**config.mk**
```make
export PLATFORM = sky130hd
export DESIGN_NAME = radix_text_to_int64_parser
export DESIGN_NICKNAME = d
export VERILOG_FILES = /design/src/rtip_pkg.sv /design/src/rtip_ctrl.sv /design/src/rtip_dpath.sv /design/src/radix_text_to_int64_parser.sv
export SDC_FILE = /design/constraint.sdc
export NUM_CORES = 1
export LEC_CHECK = 0
export BUFFER_PORTS_ARGS = -buffer_cell sky130_fd_sc_hd__buf_2
export CORE_ASPECT_RATIO = 2
export CORE_MARGIN = 2
export CORE_UTILIZATION = 38
export DETAILED_ROUTE_END_ITERATION = 16
export PLACE_DENSITY = 0.5
export SLEW_MARGIN = 5
export SYNTH_ARGS = -nofsm -noshare
export SYNTH_HDL_FRONTEND = slang
export SYNTH_SLANG_ARGS = --single-unit
```
**constraint.sdc**
```tcl
create_clock -name clk -period 7.5 [get_ports clk]
set_clock_uncertainty 0.2 [all_clocks]
set_input_delay 0.75 -clock clk [delete_from_list [all_inputs] [get_ports clk]]
set_output_delay 0.75 -clock clk [all_outputs]
set_load 0.03 [all_outputs]
```
**src/rtip_pkg.sv**
```systemverilog
`timescale 1ns / 1ps

package rtip_pkg;

  localparam int unsigned CharW   = 8;
  localparam int unsigned BaseW   = 6;
  localparam int unsigned ValueW  = 64;
  localparam int unsigned StatusW = 2;
  // product of the 64-bit accumulator and a 7-bit signed radix
  localparam int unsigned ProdW   = ValueW + BaseW + 1;

  localparam logic [BaseW-1:0] BaseReset = BaseW'(10);
  localparam logic [BaseW-1:0] BaseMin   = BaseW'(2);
  localparam logic [BaseW-1:0] BaseMax   = BaseW'(36);

  localparam logic [CharW-1:0] ChMinus = 8'h2D;
  localparam logic [CharW-1:0] ChPlus  = 8'h2B;
  localparam logic [CharW-1:0] ChZero  = 8'h30;
  localparam logic [CharW-1:0] ChNine  = 8'h39;
  localparam logic [CharW-1:0] ChLowA  = 8'h61;
  localparam logic [CharW-1:0] ChLowZ  = 8'h7A;
  localparam logic [CharW-1:0] ChUpA   = 8'h41;
  localparam logic [CharW-1:0] ChUpZ   = 8'h5A;

  localparam logic [StatusW-1:0] StatusOk       = 2'd0;
  localparam logic [StatusW-1:0] StatusFormat   = 2'd1;
  localparam logic [StatusW-1:0] StatusOverflow = 2'd2;

  // negative limits, sign-extended to the product width
  localparam logic signed [ProdW-1:0] LimitNeg =
    {{(ProdW-ValueW){1'b1}}, 1'b1, {(ValueW-1){1'b0}}};
  localparam logic signed [ProdW-1:0] LimitPos =
    {{(ProdW-ValueW){1'b1}}, 1'b1, {(ValueW-2){1'b0}}, 1'b1};

  typedef enum logic [1:0] {
    ST_IDLE,
    ST_MUL,
    ST_UPD,
    ST_EMIT
  } ctl_state_t;

  typedef struct packed {
    logic load;
    logic mul;
    logic upd;
    logic emit;
  } dp_cmd_t;

  typedef struct packed {
    logic last;
    logic out_full;
  } dp_stat_t;

endpackage

```
**src/rtip_ctrl.sv**
```systemverilog
`timescale 1ns / 1ps

module rtip_ctrl
  import rtip_pkg::*;
(
  input  logic     clk,
  input  logic     rst,
  input  logic     in_valid,
  output logic     in_stall,
  input  dp_stat_t stat,
  output dp_cmd_t  cmd
);

  ctl_state_t state, state_next;

  always_ff @(posedge clk) begin
    if (rst) begin
      state <= ST_IDLE;
    end else begin
      state <= state_next;
    end
  end

  always_comb begin
    state_next = state;
    cmd        = '0;
    in_stall   = 1'b1;
    unique case (state)
      ST_IDLE: begin
        in_stall = 1'b0;
        if (in_valid) begin
          cmd.load   = 1'b1;
          state_next = ST_MUL;
        end
      end
      ST_MUL: begin
        cmd.mul    = 1'b1;
        state_next = ST_UPD;
      end
      ST_UPD: begin
        cmd.upd    = 1'b1;
        state_next = stat.last ? ST_EMIT : ST_IDLE;
      end
      ST_EMIT: begin
        // wait for the output register to free up
        if (!stat.out_full) begin
          cmd.emit   = 1'b1;
          state_next = ST_IDLE;
        end
      end
      default: state_next = ST_IDLE;
    endcase
  end

  a_load_to_mul: assert property (@(posedge clk) disable iff (rst)
    (in_valid && !in_stall) |=> (state == ST_MUL))
    else $error("accepted beat did not start the multiply step");

  a_mul_to_upd: assert property (@(posedge clk) disable iff (rst)
    (state == ST_MUL) |=> (state == ST_UPD))
    else $error("multiply step not followed by update");

  a_emit_holds: assert property (@(posedge clk) disable iff (rst)
    (state == ST_EMIT && stat.out_full) |=> (state == ST_EMIT))
    else $error("result dropped while output register full");

endmodule

```
**src/rtip_dpath.sv**
```systemverilog
`timescale 1ns / 1ps

module rtip_dpath
  import rtip_pkg::*;
(
  input  logic                     clk,
  input  logic                     rst,
  input  logic                     cfg_wr_en,
  input  logic [BaseW-1:0]         cfg_wr_data,
  input  logic [CharW-1:0]         char_code,
  input  logic                     last_char,
  input  dp_cmd_t                  cmd,
  output dp_stat_t                 stat,
  output logic                     out_valid,
  input  logic                     out_stall,
  output logic signed [ValueW-1:0] parsed_value,
  output logic [StatusW-1:0]       parse_status
);

  logic [BaseW-1:0]         number_base;
  logic [CharW-1:0]         char_r;
  logic                     last_r;
  logic signed [ValueW-1:0] acc;
  logic                     minus_seen;
  logic                     at_start;
  logic [StatusW-1:0]       err;
  logic signed [ProdW-1:0]  prod;
  logic [BaseW-1:0]         digit;
  logic                     digit_ok;

  logic [BaseW-1:0]         radix;
  logic [CharW-1:0]         raw_digit;
  logic                     is_alnum;
  logic signed [ProdW-1:0]  diff;
  logic signed [ProdW-1:0]  limit;
  logic signed [ValueW-1:0] value_out;

  always_comb begin
    if (number_base < BaseMin) begin
      radix = BaseMin;
    end else if (number_base > BaseMax) begin
      radix = BaseMax;
    end else begin
      radix = number_base;
    end
  end

  always_comb begin
    raw_digit = '0;
    is_alnum  = 1'b1;
    if (char_r >= ChZero && char_r <= ChNine) begin
      raw_digit = char_r - ChZero;
    end else if (char_r >= ChLowA && char_r <= ChLowZ) begin
      raw_digit = char_r - ChLowA + CharW'(10);
    end else if (char_r >= ChUpA && char_r <= ChUpZ) begin
      raw_digit = char_r - ChUpA + CharW'(10);
    end else begin
      is_alnum = 1'b0;
    end
  end

  // acc*radix - d < limit covers both the pre-multiply and post-multiply checks
  assign limit = minus_seen ? LimitNeg : LimitPos;
  assign diff  = prod - $signed({{(ProdW-BaseW){1'b0}}, digit});

  always_ff @(posedge clk) begin
    if (rst) begin
      number_base <= BaseReset;
    end else if (cfg_wr_en) begin
      number_base <= cfg_wr_data;
    end
  end

  always_ff @(posedge clk) begin
    if (cmd.load) begin
      char_r <= char_code;
      last_r <= last_char;
    end
    if (cmd.mul) begin
      prod     <= acc * $signed({1'b0, radix});
      digit    <= raw_digit[BaseW-1:0];
      digit_ok <= is_alnum && (raw_digit < {{(CharW-BaseW){1'b0}}, radix});
    end
  end

  always_ff @(posedge clk) begin
    if (rst) begin
      acc        <= '0;
      minus_seen <= 1'b0;
      at_start   <= 1'b1;
      err        <= StatusOk;
    end else if (cmd.emit) begin
      acc        <= '0;
      minus_seen <= 1'b0;
      at_start   <= 1'b1;
      err        <= StatusOk;
    end else if (cmd.upd && err == StatusOk) begin
      at_start <= 1'b0;
      if (at_start && char_r < ChZero) begin
        if (char_r == ChMinus) begin
          minus_seen <= 1'b1;
          if (last_r) begin
            err <= StatusFormat;
          end
        end else if (char_r != ChPlus || last_r) begin
          err <= StatusFormat;
        end
      end else if (!digit_ok) begin
        err <= StatusFormat;
      end else if (diff < limit) begin
        err <= StatusOverflow;
      end else begin
        acc <= diff[ValueW-1:0];
      end
    end
  end

  assign value_out = minus_seen ? acc : -acc;

  always_ff @(posedge clk) begin
    if (rst) begin
      out_valid <= 1'b0;
    end else if (cmd.emit) begin
      out_valid <= 1'b1;
    end else if (!out_stall) begin
      out_valid <= 1'b0;
    end
  end

  always_ff @(posedge clk) begin
    if (cmd.emit) begin
      parse_status <= err;
      parsed_value <= (err == StatusOk) ? value_out : '0;
    end
  end

  assign stat.last     = last_r;
  assign stat.out_full = out_valid && out_stall;

  a_err_zero_value: assert property (@(posedge clk) disable iff (rst)
    (out_valid && parse_status != StatusOk) |-> (parsed_value == '0))
    else $error("failed parse carries a nonzero value");

  a_status_code: assert property (@(posedge clk) disable iff (rst)
    out_valid |-> (parse_status == StatusOk || parse_status == StatusFormat ||
                   parse_status == StatusOverflow))
    else $error("undefined status code on output");

  // accumulator holds the value negated, so it never goes above zero
  a_acc_sign: assert property (@(posedge clk) disable iff (rst)
    acc[ValueW-1] || acc == '0)
    else $error("accumulator went positive");

endmodule

```
**src/radix_text_to_int64_parser.sv**
```systemverilog
`timescale 1ns / 1ps

// Parses a signed 64-bit integer from text, one ASCII character per input beat,
// with last_char marking the final character. An optional leading '+' or '-' is
// taken; digits are 0-9 and a-z/A-Z below the radix in number_base (2..36,
// out-of-range values clamp). Each character passes through capture, multiply
// by radix, and compare and update of the accumulator, using the 64x7
// multiply followed by a 71-bit subtract and compare; in_stall is high
// while a character is in flight. After the last character an emit step loads
// the output register, waiting while that register is still stalled. One result
// beat per string: the value and status 0 ok, 1 format error, 2 overflow;
// the value is zero unless ok. After an error later characters are ignored
// until the last one. number_base may be written only while the block is idle.
module radix_text_to_int64_parser
  import rtip_pkg::*;
(
  input  logic                     clk,
  input  logic                     rst,
  input  logic                     cfg_wr_en,
  input  logic [BaseW-1:0]         cfg_wr_data,
  input  logic                     in_valid,
  output logic                     in_stall,
  input  logic [CharW-1:0]         char_code,
  input  logic                     last_char,
  output logic                     out_valid,
  input  logic                     out_stall,
  output logic signed [ValueW-1:0] parsed_value,
  output logic [StatusW-1:0]       parse_status
);

  dp_cmd_t  cmd;
  dp_stat_t stat;

  rtip_ctrl u_ctrl (
    .clk      (clk),
    .rst      (rst),
    .in_valid (in_valid),
    .in_stall (in_stall),
    .stat     (stat),
    .cmd      (cmd)
  );

  rtip_dpath u_dpath (
    .clk          (clk),
    .rst          (rst),
    .cfg_wr_en    (cfg_wr_en),
    .cfg_wr_data  (cfg_wr_data),
    .char_code    (char_code),
    .last_char    (last_char),
    .cmd          (cmd),
    .stat         (stat),
    .out_valid    (out_valid),
    .out_stall    (out_stall),
    .parsed_value (parsed_value),
    .parse_status (parse_status)
  );

endmodule

```
**After elaboration in Yosys (flattened, before gate mapping)**

Cells that the tools add are included.

- Register bits after elaboration: 230
- Input port bits: 20
- Logic and storage cells: 90

- Add/sub/neg operators: 7
- $mul: 1
- Magnitude comparators: 11
- Eq/ne operators: 11
- Mux-type cells: 29
- Bitwise logic cells: 2
- Reduce and logical (&&, ||, !) cells: 15

Operators with widths:

| cell | count |
|---|---|
| $lt A71 B71 Y1 | 1 |
| $mul A64 B7 Y71 | 1 |
| $sub A71 B7 Y71 | 1 |
| $mux W64 | 1 |
| $neg A64 Y64 | 1 |
| $mux W8 | 3 |
| $mux W2 | 9 |
| $add A8 B4 Y8 const B | 2 |
| $ge A8 B7 Y1 const B | 2 |
| $le A8 B7 Y1 const B | 2 |
| $sub A8 B7 Y8 const B | 2 |
| $mux W1 | 13 |
| $mux W6 | 2 |
| $eq A8 B6 Y1 const B | 1 |
| $ge A8 B6 Y1 const B | 1 |
| $le A8 B6 Y1 const B | 1 |
| $lt A8 B6 Y1 | 1 |
| $lt A8 B6 Y1 const B | 1 |
| $ne A8 B6 Y1 const B | 1 |
| $pmux W2 S4 | 1 |
| $reduce_and A4 Y1 | 2 |
| $sub A8 B6 Y8 const B | 1 |
| $logic_and A1 B1 Y1 | 7 |
| $gt A6 B6 Y1 const B | 1 |
| other kinds (13) | 18 |

**Logic depth before layout (Yosys ltp)**

Gate-level depths: netlist of run 1.

- Word-level depth: 7
- Depth in mapped cells: 24

**By module**

Synthesis of run 1 repeated with hierarchy kept, for this count alone.

- Cells, all modules: 2803
- Area total of the unflattened synthesis: 25411.9 sq um

By module, submodules not included:

| module | times used | cells each | area an instance (sq um) |
|---|---|---|---|
| rtip_dpath | 1 | 2787 | 25281.7 |
| rtip_ctrl | 1 | 16 | 130.1 |

**Least setup slack after synthesis of run 1**

OpenSTA, ideal clock, no wires.

- Path type: reg-to-reg
- Start: reg u_dpath.number_base[5]
- End: reg u_dpath.prod[70], data pin
- Arrival time: 5934 ps
- Slack: 1103 ps
- Cell stages (with the launch flop): 24
- Buffers on the path: 2
- Clock period less this slack: 6397 ps
- Cells stage by stage: dfxtp_1 inv_1 maj3_1 inv_1 clkbuf_1 nor2_1 fa_1 fa_1 fa_1 inv_1 fa_1 inv_1 ha_1 clkbuf_1 nand3_1 nor2_1 nand3_1 o31ai_1 nand4_1 a31oi_1 a21oi_1 o41ai_1 a221oi_1 xnor2_1

- Longest elaborated chain between the ends: 4

RTL lines:

| element | RTL line | source |
|---|---|---|
| start: declaration | rtip_dpath.sv:20 | `logic [BaseW-1:0] number_base;` |
| start signal: assignment | rtip_dpath.sv:68 | `number_base <= BaseReset;` |
| start signal: assignment | rtip_dpath.sv:70 | `number_base <= cfg_wr_data;` |
| $gt A6 B6 Y1 | rtip_dpath.sv:41 | `end else if (number_base > BaseMax) begin` |
| $mux W6 | rtip_dpath.sv:41 |  |
| $mux W6 * | rtip_dpath.sv:39 | `if (number_base < BaseMin) begin` |
| $mul A64 B7 Y71 * | rtip_dpath.sv:80 | `prod <= acc * $signed({1'b0, radix});` |
| end signal: assignment | rtip_dpath.sv:80 |  |
| end: declaration | rtip_dpath.sv:27 | `logic signed [ProdW-1:0] prod;` |

Mark *: on every way between the ends. The rest lies on a longest branch, timed or not.
A chain may end at the register's enable or synchronous reset.

**Worst setup path in the final report of run 1**

- Start: reg u_dpath.number_base[5]
- End: reg u_dpath.prod[69], data pin

Same word-level chain as after synthesis.

==> results of run 1 <==
[flip-flops by register name, summed over array words and instances, names as in the netlist]
register / count
u_dpath.at_start: 1
u_dpath.number_base: 6
u_dpath.char_r: 8
u_dpath.out_valid: 1
u_dpath.acc: 64
u_dpath.digit: 6
u_dpath.minus_seen: 1
u_dpath.last_r: 1
u_dpath.err: 2
u_ctrl.state: 2
u_dpath.digit_ok: 1
u_dpath.parsed_value: 64
u_dpath.parse_status: 2
u_dpath.prod: 71
[cell usage after synthesis (56+ instances only)]
library cell / n
dfxtp_1: 77
nor2b_1: 77
o21ai_0: 68
nand2_1: 238
clkbuf_1: 153
edfxtp_1: 153
a21oi_1: 153
fa_1: 260
xor2_1: 56
inv_1: 283
xnor2_1: 124
and2_1: 222
ha_1: 163
a21o_1: 61
nor2_1: 227
[where the power goes]
part           internal [mW]  switching (mW)  total (mW)
clock network          0.812           0.617        1.43
registers               1.43          0.0639        1.50
logic                  0.279           0.491       0.770
total                   2.52            1.17        3.70
[routing by layer]
layer / vias to the layer above / track usage (%) / part of all wire, %
met5: - / 0 / 0
met4: 0 / 16.14 / 7.6
met3: 231 / 1.900 / 2.9
met2: 509 / 48.54 / 55
met1: 10480 / 24.79 / 34
li1: 9585 / - / -
[layout make-up]
| type | count | area share, % |
|---|---|---|
| sequential | 230 | 21.77 |
| tap | 890 | 3.949 |
| antenna | 1 | 0.008875 |
| clock buffer | 32 | 2.498 |
| timing repair buffer | 156 | 3.515 |
| multi-input combinational | 2164 | 63.76 |
| inverter | 284 | 3.781 |
| clock inverter | 16 | 0.7189 |
[cells by family (layout without fill, tap and decap cells)]
group                    count (synthesis)  count (layout)  share of synthesized area [%]
buffers and inverters                  461             488                          6.942
AND/OR/NAND/NOR                       1062            1062                          21.63
multiplexers                            54              54                          2.117
AO/OA/AOI/OAI                          444             444                          11.37
adder cells (fa/ha/maj)                424             424                          28.09
XOR/XNOR                               180             180                          6.104
flip-flops                             230             230                          23.76
other                                    0               1                              0
[how the worst max path moves through the flow]
stage / from / endpoint / slack [ps] / cells past startpoint
2_1_floorplan: u_dpath.number_base[5] / u_dpath.prod[70] / 1100 / 23
3_3_place_gp: u_dpath.number_base[5] / u_dpath.prod[69] / 60 / 23
3_5_place_dp: u_dpath.number_base[5] / u_dpath.prod[69] / 5 / 23
4_1_cts: u_dpath.number_base[5] / u_dpath.prod[69] / 170 / 23
5_1_grt: u_dpath.number_base[5] / u_dpath.prod[69] / 30 / 23
6_report: u_dpath.number_base[5] / u_dpath.prod[69] / 340 / 23
[placed cells by master (no fill, tap or decap), types with 8 or more instances in the layout]
master	count
xnor2_1	123
o21a_1	9
or2_2	10
or3_1	29
fa_1	260
nand2_1	238
nand3_1	29
edfxtp_1	153
o311ai_1	9
o21bai_1	15
or4_1	15
and4_1	9
inv_1	283
o211a_1	19
nor2_1	225
nand2b_1	10
o21ai_0	68
nor3_1	52
nor3b_1	8
nor2b_1	74
dfxtp_1	75
and3_1	31
mux2i_1	52
buf_4	66
ha_1	163
a21o_1	61
clkbuf_16	27
nand4_1	33
a21oi_1	152
buf_2	87
xor2_1	56
o311ai_0	10
a31oi_1	17
nor4_1	36
and2_1	221
[worst max-delay path, stage by stage, from the launching register on]
cell and delay (ps):
dfxtp_2 340, buf_4 250, nor2b_4 310, buf_4 280
buf_4 280, and2_1 190, fa_1 420, fa_1 470
fa_1 560, inv_1 60, fa_1 540, inv_1 40
ha_1 420, nand2_1 150, nor4_2 450, nand2b_1 230
a211oi_2 420, o31ai_1 120, buf_4 180, o2111ai_1 380
a31oi_1 190, o21bai_1 170, a21oi_1 100, xnor2_1 130
[repair_timing]
action,CTS,global route
setup buffers,0,2
gates resized for setup,1,1
hold endpoints to repair,0,0
pin swaps,0,1
gates cloned,0,0
setup endpoints to repair,1,4
[metrics by stage]
step	hold slack [ps]	cells	area (sq um)	utilization, %	power, mW
after global placement	228.6	3722	27260	40.35	2.287
final	135.2	3773	28200	41.73	3.696
after global routing	129.0	3772	28190	41.73	3.851
after CTS	99.79	3770	28170	41.70	3.740
after detailed placement	233.5	3722	27260	40.35	2.293
after floorplan	215.5	2855	25830	-	2.027
==> results.cfg, run 1 <==
[outcome]
outcome = finished clean

[hold_path]
hold_path.startpoint = char_code[5]
min_to = u_dpath.char_r[5]
hp-class = in -> reg
hold_depth = 1

[pwr]
p_per_area_nw_per_um2 = 131.1
ir_worst_vdd_v = 0.0001623
p_leak_nw = 13.38

[place]
pre_cts_ws_ps = 4.967
place_hpwl_mm = 68.35
gp_congestion = 0.9461
port_buffers = 87

[clocking]
cts_tree = built
h-tree-depth = 1
cts_buffers = 26
path_clk_slew_ps = 70
clock_latency_ps = 600
numClockSinks = 230
cts_max_path_buffers = 3
clockRootBuffer = clkbuf_16
hold_buffers = 0

[synthesis]
synth-seq-cells = 230
synthCells = 2855
yosys-top-cells-area = fa_1 (20%), edfxtp_1 (18%), ha_1 (7.9%)
synth_nets = 3298
synth_area_sq_um = 25830
yosysTopAreaCell = fa_1
ys.flop_type = edfxtp_1
yosysSeqAreaShare_pct = 23.76
synth_top_area_share_pct = 20.15
avgSynthCellArea_sq_um = 9.046
async_reset_ff_share_pct = 0
yosysWarnings = 0
synth.distinct_cells = 87
synth_edf_count = 153

[critical_path]
r2r_start = u_dpath.number_base[5]
critPathMaxFanout = 31
critPathRequiredTime_ps = 7640
endpoint_kind = register
start_kind = register
r2r-end = u_dpath.prod[69]
reg2reg_slack_ps = 340
r2r_cells = 23
crit_type = reg -> reg
arrival_ps = 7300

[finish]
area_growth_pct = 9.171
multi_input_area_sq_um = 17980
seq_area_sq_um = 6138
fin_nets = 3305
num-fill-cells = 6849
drive_above_1_share_pct = 8.779

[global_route]
antenna_found_initial = 0
grt_max_degree = 107
overflow = 0
grt_pass1_vias = 22810
grt_pass1_wl_mm = 133.4
track_usage_pct = 24.88

[sta]
fin_crit_sh_pct = 95.47
relSlewSlack_pct = 27.59
fmax_ghz = 0.1397
worstMarginPinSlew_ps = 1086
worst_slack_ps = 339.7
post-route-min-period_ps = 7160
hold_viol = 0
setup_violations = 0
finalMaxSlewViolations = 0
tns_ps = 0
rsz0062_at_grt = no

[floorplanning]
die_h_microns = 372.7
num_rows = 135
ios = 88
dieArea_sq_um = 70190
core-area_sq_um = 67560
start_util_pct = 38.23
die_w_microns = 188.3

[route]
post_drt_wl_per_cell_microns = 22.75
vias_per_cell = 5.514
drc = 0
vias = 20810
drt_pre_antenna_iters = 5
ant_nets = 0
drt_iter0_drc = 1070
drt-total-wl_mm = 85.85

[job]
drv_cap = 0
Note: power is estimated with default switching activity, not from simulation.
==> inputs of run 2 (changes only) <==
--- a/config.mk
+++ b/config.mk
@@ -10,7 +10,7 @@
 export CORE_MARGIN = 2
 export CORE_UTILIZATION = 38
 export DETAILED_ROUTE_END_ITERATION = 16
-export PLACE_DENSITY = 0.5
+export PLACE_DENSITY = 0.56
 export SLEW_MARGIN = 5
 export SYNTH_ARGS = -nofsm -noshare
 export SYNTH_HDL_FRONTEND = slang
==> constraint.sdc (replaced) <==
create_clock -name clk -period 8.18 [get_ports clk]
set_clock_uncertainty 0.2 [all_clocks]
set_input_delay 0.818 -clock clk [delete_from_list [all_inputs] [get_ports clk]]
set_output_delay 0.818 -clock clk [all_outputs]
set_load 0.03 [all_outputs]
==> results.cfg, run 2 (same netlist as run 1, synthesis figures left out) <==
[global_route]
track_usage_pct = 24.79
grt_pass1_wl_mm = 133.9
overflow = 0
grt_pass1_vias = 22680
antenna_found_initial = 3
grt_max_degree = 75

[hold_path]
hold_path.startpoint = last_char
min_to = u_dpath.last_r
hold_depth = 1
hp-class = in -> reg

[place]
place_hpwl_mm = 67.63
port_buffers = 87
gp_congestion = 0.9743

[clocking]
path_clk_slew_ps = 70
h-tree-depth = 1
cts_buffers = 27
cts_tree = built
hold_buffers = 0
clockRootBuffer = clkbuf_16
numClockSinks = 230
cts-resized-gates = 0
clock_latency_ps = 590
post_cts.repair.setup_buffers = 0
cts_max_path_buffers = 3

[floorplanning]
core-area_sq_um = 67560
dieArea_sq_um = 70190
ios = 88
die_w_microns = 188.3
die_h_microns = 372.7
num_rows = 135
start_util_pct = 38.23

[route]
drc = 0
post_drt_wl_per_cell_microns = 22.65
drt-total-wl_mm = 85.32
vias = 20790
drt_pre_antenna_iters = 5
vias_per_cell = 5.519
drt_iter0_drc = 1192
ant_nets = 0

[sta]
fmax_ghz = 0.1257
rsz0062_at_grt = no
post-route-min-period_ps = 7953
relSlewSlack_pct = 31.43
finalMaxSlewViolations = 0
fin_crit_sh_pct = 97.22
setup_violations = 0
hold_viol = 0
tns_ps = 0
worstMarginPinSlew_ps = 1029

[critical_path]
endpoint_kind = register
r2r_start = u_dpath.number_base[5]
arrival_ps = 8090
critPathRequiredTime_ps = 8310
start_kind = register
r2r_cells = 20
reg2reg_slack_ps = 230
r2r-end = u_dpath.prod[68]
critPathMaxFanout = 35
crit_type = reg -> reg

[finish]
drive_above_1_share_pct = 8.557
final_common_cell = inv_1
largest_reg_flops = 71
mostFrequentLayoutCells = inv_1 (283), fa_1 (260), nand2_1 (238), nor2_1 (225), and2_1 (221)
fin_nets = 3297
reg.largest.list = u_dpath.prod x71, u_dpath.acc x64, u_dpath.parsed_value x64
fin_util_pct = 41.55
largest_register = u_dpath.prod
area_growth_pct = 8.701

[pwr]
p_leak_nw = 13.33
ir_worst_vdd_v = 0.0001449
p_per_area_nw_per_um2 = 118.8

[job]
drv_cap = 0

[outcome]
outcome = finished clean
==> run 2: changes by cell type in the layout (fill, tap and decap cells not counted), sizes merged <==
cell | previous run | this run
buf | 156 | 147
diode | 1 | 2
bufinv | 4 | 2
clkinv | 6 | 7
inv | 288 | 291
==> run 2: layout make-up <==
class	instances	area, sq um
timing repair buffer	147	885.9
sequential	230	6138
tap	890	1114
inverter	284	1066
clock buffer	32	724.4
multi-input combinational	2164	17960
clock inverter	18	176.4
antenna	2	5.005
fill	6801	39490
==> run 2: metal layers <==
metal | vias up | part of all wire [%] | GRT usage (%)
met2 | 564 | 56 | 48.50
met5 | - | 0 | 0
met3 | 191 | 2.9 | 1.542
met1 | 10460 | 35 | 25.54
li1 | 9570 | - | -
met4 | 0 | 6.3 | 14.30
==> run 2: worst max-delay path, cell delays in order, from the launching register on <==
cell and delay [ps]:
dfxtp_2 350, buf_4 250, nor2b_4 550, buf_4 520, and2_1 200, ha_1 240, fa_1 520, fa_1 560
inv_1 60, fa_1 540, inv_1 40, ha_1 440, nand4_1 190, nor2_1 430, nand4_1 180, nor3b_1 790
o2111a_1 400, nor2_1 90, o21ai_0 490, nor2_1 140, a311oi_1 470
==> run 2: worst max-delay path by stage <==
stage / from / to / slack [ps]
after floorplan: u_dpath.number_base[5] / u_dpath.prod[70] / 1780
after global placement: u_dpath.number_base[5] / u_dpath.prod[68] / 310
after detailed placement: u_dpath.number_base[5] / u_dpath.prod[68] / 300
after CTS: u_dpath.number_base[5] / u_dpath.prod[68] / 260
after global routing: u_dpath.number_base[5] / u_dpath.prod[68] / 40
final: u_dpath.number_base[5] / u_dpath.prod[68] / 230
==> run 2: report_power, final <==
group / internal [mW] / switching, mW
clock: 0.706 / 0.560
sequential: 1.31 / 0.0603
combinational: 0.249 / 0.446
==> run 2: per-stage QoR <==
stage                     setup slack [ps]  hold WS, ps  area (sq um)  total power [mW]  std cells
after floorplan                       1783        215.5         25830             1.859       2855
after global placement               308.0        237.2         27170             2.084       3715
final                                227.5        206.9         28070             3.335       3767
after detailed placement             295.1        241.6         27170             2.094       3715
after CTS                            256.6        178.7         28070             3.367       3765
after global routing                 42.22        191.7         28070             3.485       3767
==> inputs of run 3 (changes only) <==
==> constraint.sdc (replaced) <==
create_clock -name clk -period 10.1 [get_ports clk]
set_clock_uncertainty 0.2 [all_clocks]
set_input_delay 1.01 -clock clk [delete_from_list [all_inputs] [get_ports clk]]
set_output_delay 1.01 -clock clk [all_outputs]
set_load 0.03 [all_outputs]
==> results.cfg, run 3 (same netlist as run 1, synthesis figures left out) <==
[clocking]
path_clk_slew_ps = 70
cts_tree = built
numClockSinks = 230
clockRootBuffer = clkbuf_16
hold_buffers = 0
cts_buffers = 25
h-tree-depth = 1
cts-resized-gates = 0
cts_max_path_buffers = 3
post_cts.repair.setup_buffers = 0
clock_latency_ps = 580

[route]
drc = 0
vias_per_cell = 5.586
ant_nets = 0
drt_pre_antenna_iters = 5
drt-total-wl_mm = 84.20
drt_iter0_drc = 1287
post_drt_wl_per_cell_microns = 22.59
vias = 20820

[finish]
finalNonFillerCells = 3728
reg.largest.list = u_dpath.prod x71, u_dpath.acc x64, u_dpath.parsed_value x64
drive_above_1_share_pct = 7.364
fin_nets = 3263
area_growth_pct = 7.611
diodes = 0
mostFrequentLayoutCells = inv_1 (283), fa_1 (260), nand2_1 (238), nor2_1 (225), and2_1 (221)
largest_register = u_dpath.prod
num-fill-cells = 6779
seq_area_sq_um = 6138
final_common_cell = inv_1
multi_input_area_sq_um = 17960
largest_reg_flops = 71

[pwr]
p_per_area_nw_per_um2 = 96.42
p_clk_share_pct = 37.8
netSwitchingFraction_pct = 31.81
pwr-share-comb_pct = 20.6
p_int_mw = 1.827
seq_power_share_pct = 41.6
power_switching_mw = 0.8525
ir_worst_vdd_v = 0.0001203
p_leak_nw = 13.12

[sta]
finalMaxSlewViolations = 0
setup_violations = 0
hold_viol = 0
rsz0062_at_grt = no
fmax_ghz = 0.1153
fin_crit_sh_pct = 85.84
relSlewSlack_pct = 27.10
worstMarginPinSlew_ps = 1094
worst_slack_ps = 1431
tns_ps = 0
post-route-min-period_ps = 8669

[hold_path]
hp-class = reg -> reg

[critical_path]
arrival_ps = 8800
critPathRequiredTime_ps = 10230
crit_type = reg -> reg
start_kind = register
critPathMaxFanout = 29
endpoint_kind = register

[place]
port_buffers = 87
place_hpwl_mm = 66.21
pre_cts_ws_ps = 1629
gp_congestion = 0.9449
placed_cells = 3683

[floorplanning]
die_w_microns = 188.3
num_rows = 135
core-area_sq_um = 67560
start_util_pct = 38.23
dieArea_sq_um = 70190
die_h_microns = 372.7
ios = 88

[global_route]
overflow = 0
grt_max_degree = 79
grt_pass1_vias = 22540
grt_pass1_wl_mm = 130.6
track_usage_pct = 24.21
antenna_found_initial = 0

[outcome]
outcome = finished clean

[job]
drv_cap = 0
-- run 3: final timing paths --
check                           slack (ps)               end  depth (start not counted)                   start
worst min-delay path                   260  u_dpath.at_start                          2        u_dpath.at_start
worst max-delay path                  1430  u_dpath.prod[69]                         24  u_dpath.number_base[5]
worst min register to register         260  u_dpath.at_start                          2        u_dpath.at_start
worst max register to register        1430  u_dpath.prod[69]                         24  u_dpath.number_base[5]
-- run 3: worst max-delay path, cell delays in order (launching register included) --
cell	delay [ps]
dfxtp_2	500
inv_1	150
buf_4	330
nor2_1	160
nor2_4	490
buf_4	400
nor2b_1	110
fa_1	530
fa_1	450
fa_1	550
inv_1	60
fa_1	530
inv_1	50
ha_1	420
nand2_1	150
nor4_1	750
nand2b_1	340
a211oi_1	730
o31ai_1	180
buf_4	210
o2111ai_1	420
a31oi_1	260
o21bai_1	170
a21oi_1	100
xnor2_1	130
-- run 3: through the flow --
| stage | hold WS [ps] | cell area, sq um | util, % | power [mW] |
|---|---|---|---|---|
| floorplan | 215.5 | 25830 | - | 1.505 |
| global placement | 236.3 | 26930 | 39.86 | 1.677 |
| detailed placement | 243.1 | 26930 | 39.86 | 1.684 |
| CTS | 261.0 | 27790 | 41.14 | 2.703 |
| global route | 276.6 | 27790 | 41.14 | 2.786 |
| finish | 258.1 | 27790 | 41.14 | 2.680 |
-- run 3: power by group through the flow --
stage / Clock, mW / Sequential [mW] / Combinational (mW)
2_1_floorplan: 0 / 1.12 / 0.388
3_3_place_gp: 0 / 1.13 / 0.542
3_5_place_dp: 0 / 1.14 / 0.549
4_1_cts: 1.04 / 1.11 / 0.552
5_1_grt: 1.06 / 1.12 / 0.610
6_report: 1.01 / 1.12 / 0.551
-- run 3: cell type report --
type                            count  area share (%)
Multi-Input combinational cell   2164           64.64
Sequential cell                   230           22.09
Tap cell                          890           4.007
Inverter                          284           3.836
Timing Repair Buffer              115           2.323
Clock buffer                       26           2.300
Clock inverter                     19          0.8103
-- run 3: layer usage --
layer,vias to the layer above,global-route usage [%],share of wire [%]
met1,10460,24.14,34
li1,9495,-,-
met2,627,46.77,55
met5,-,0,0
met3,243,1.862,3.3
met4,0,16.64,7.8
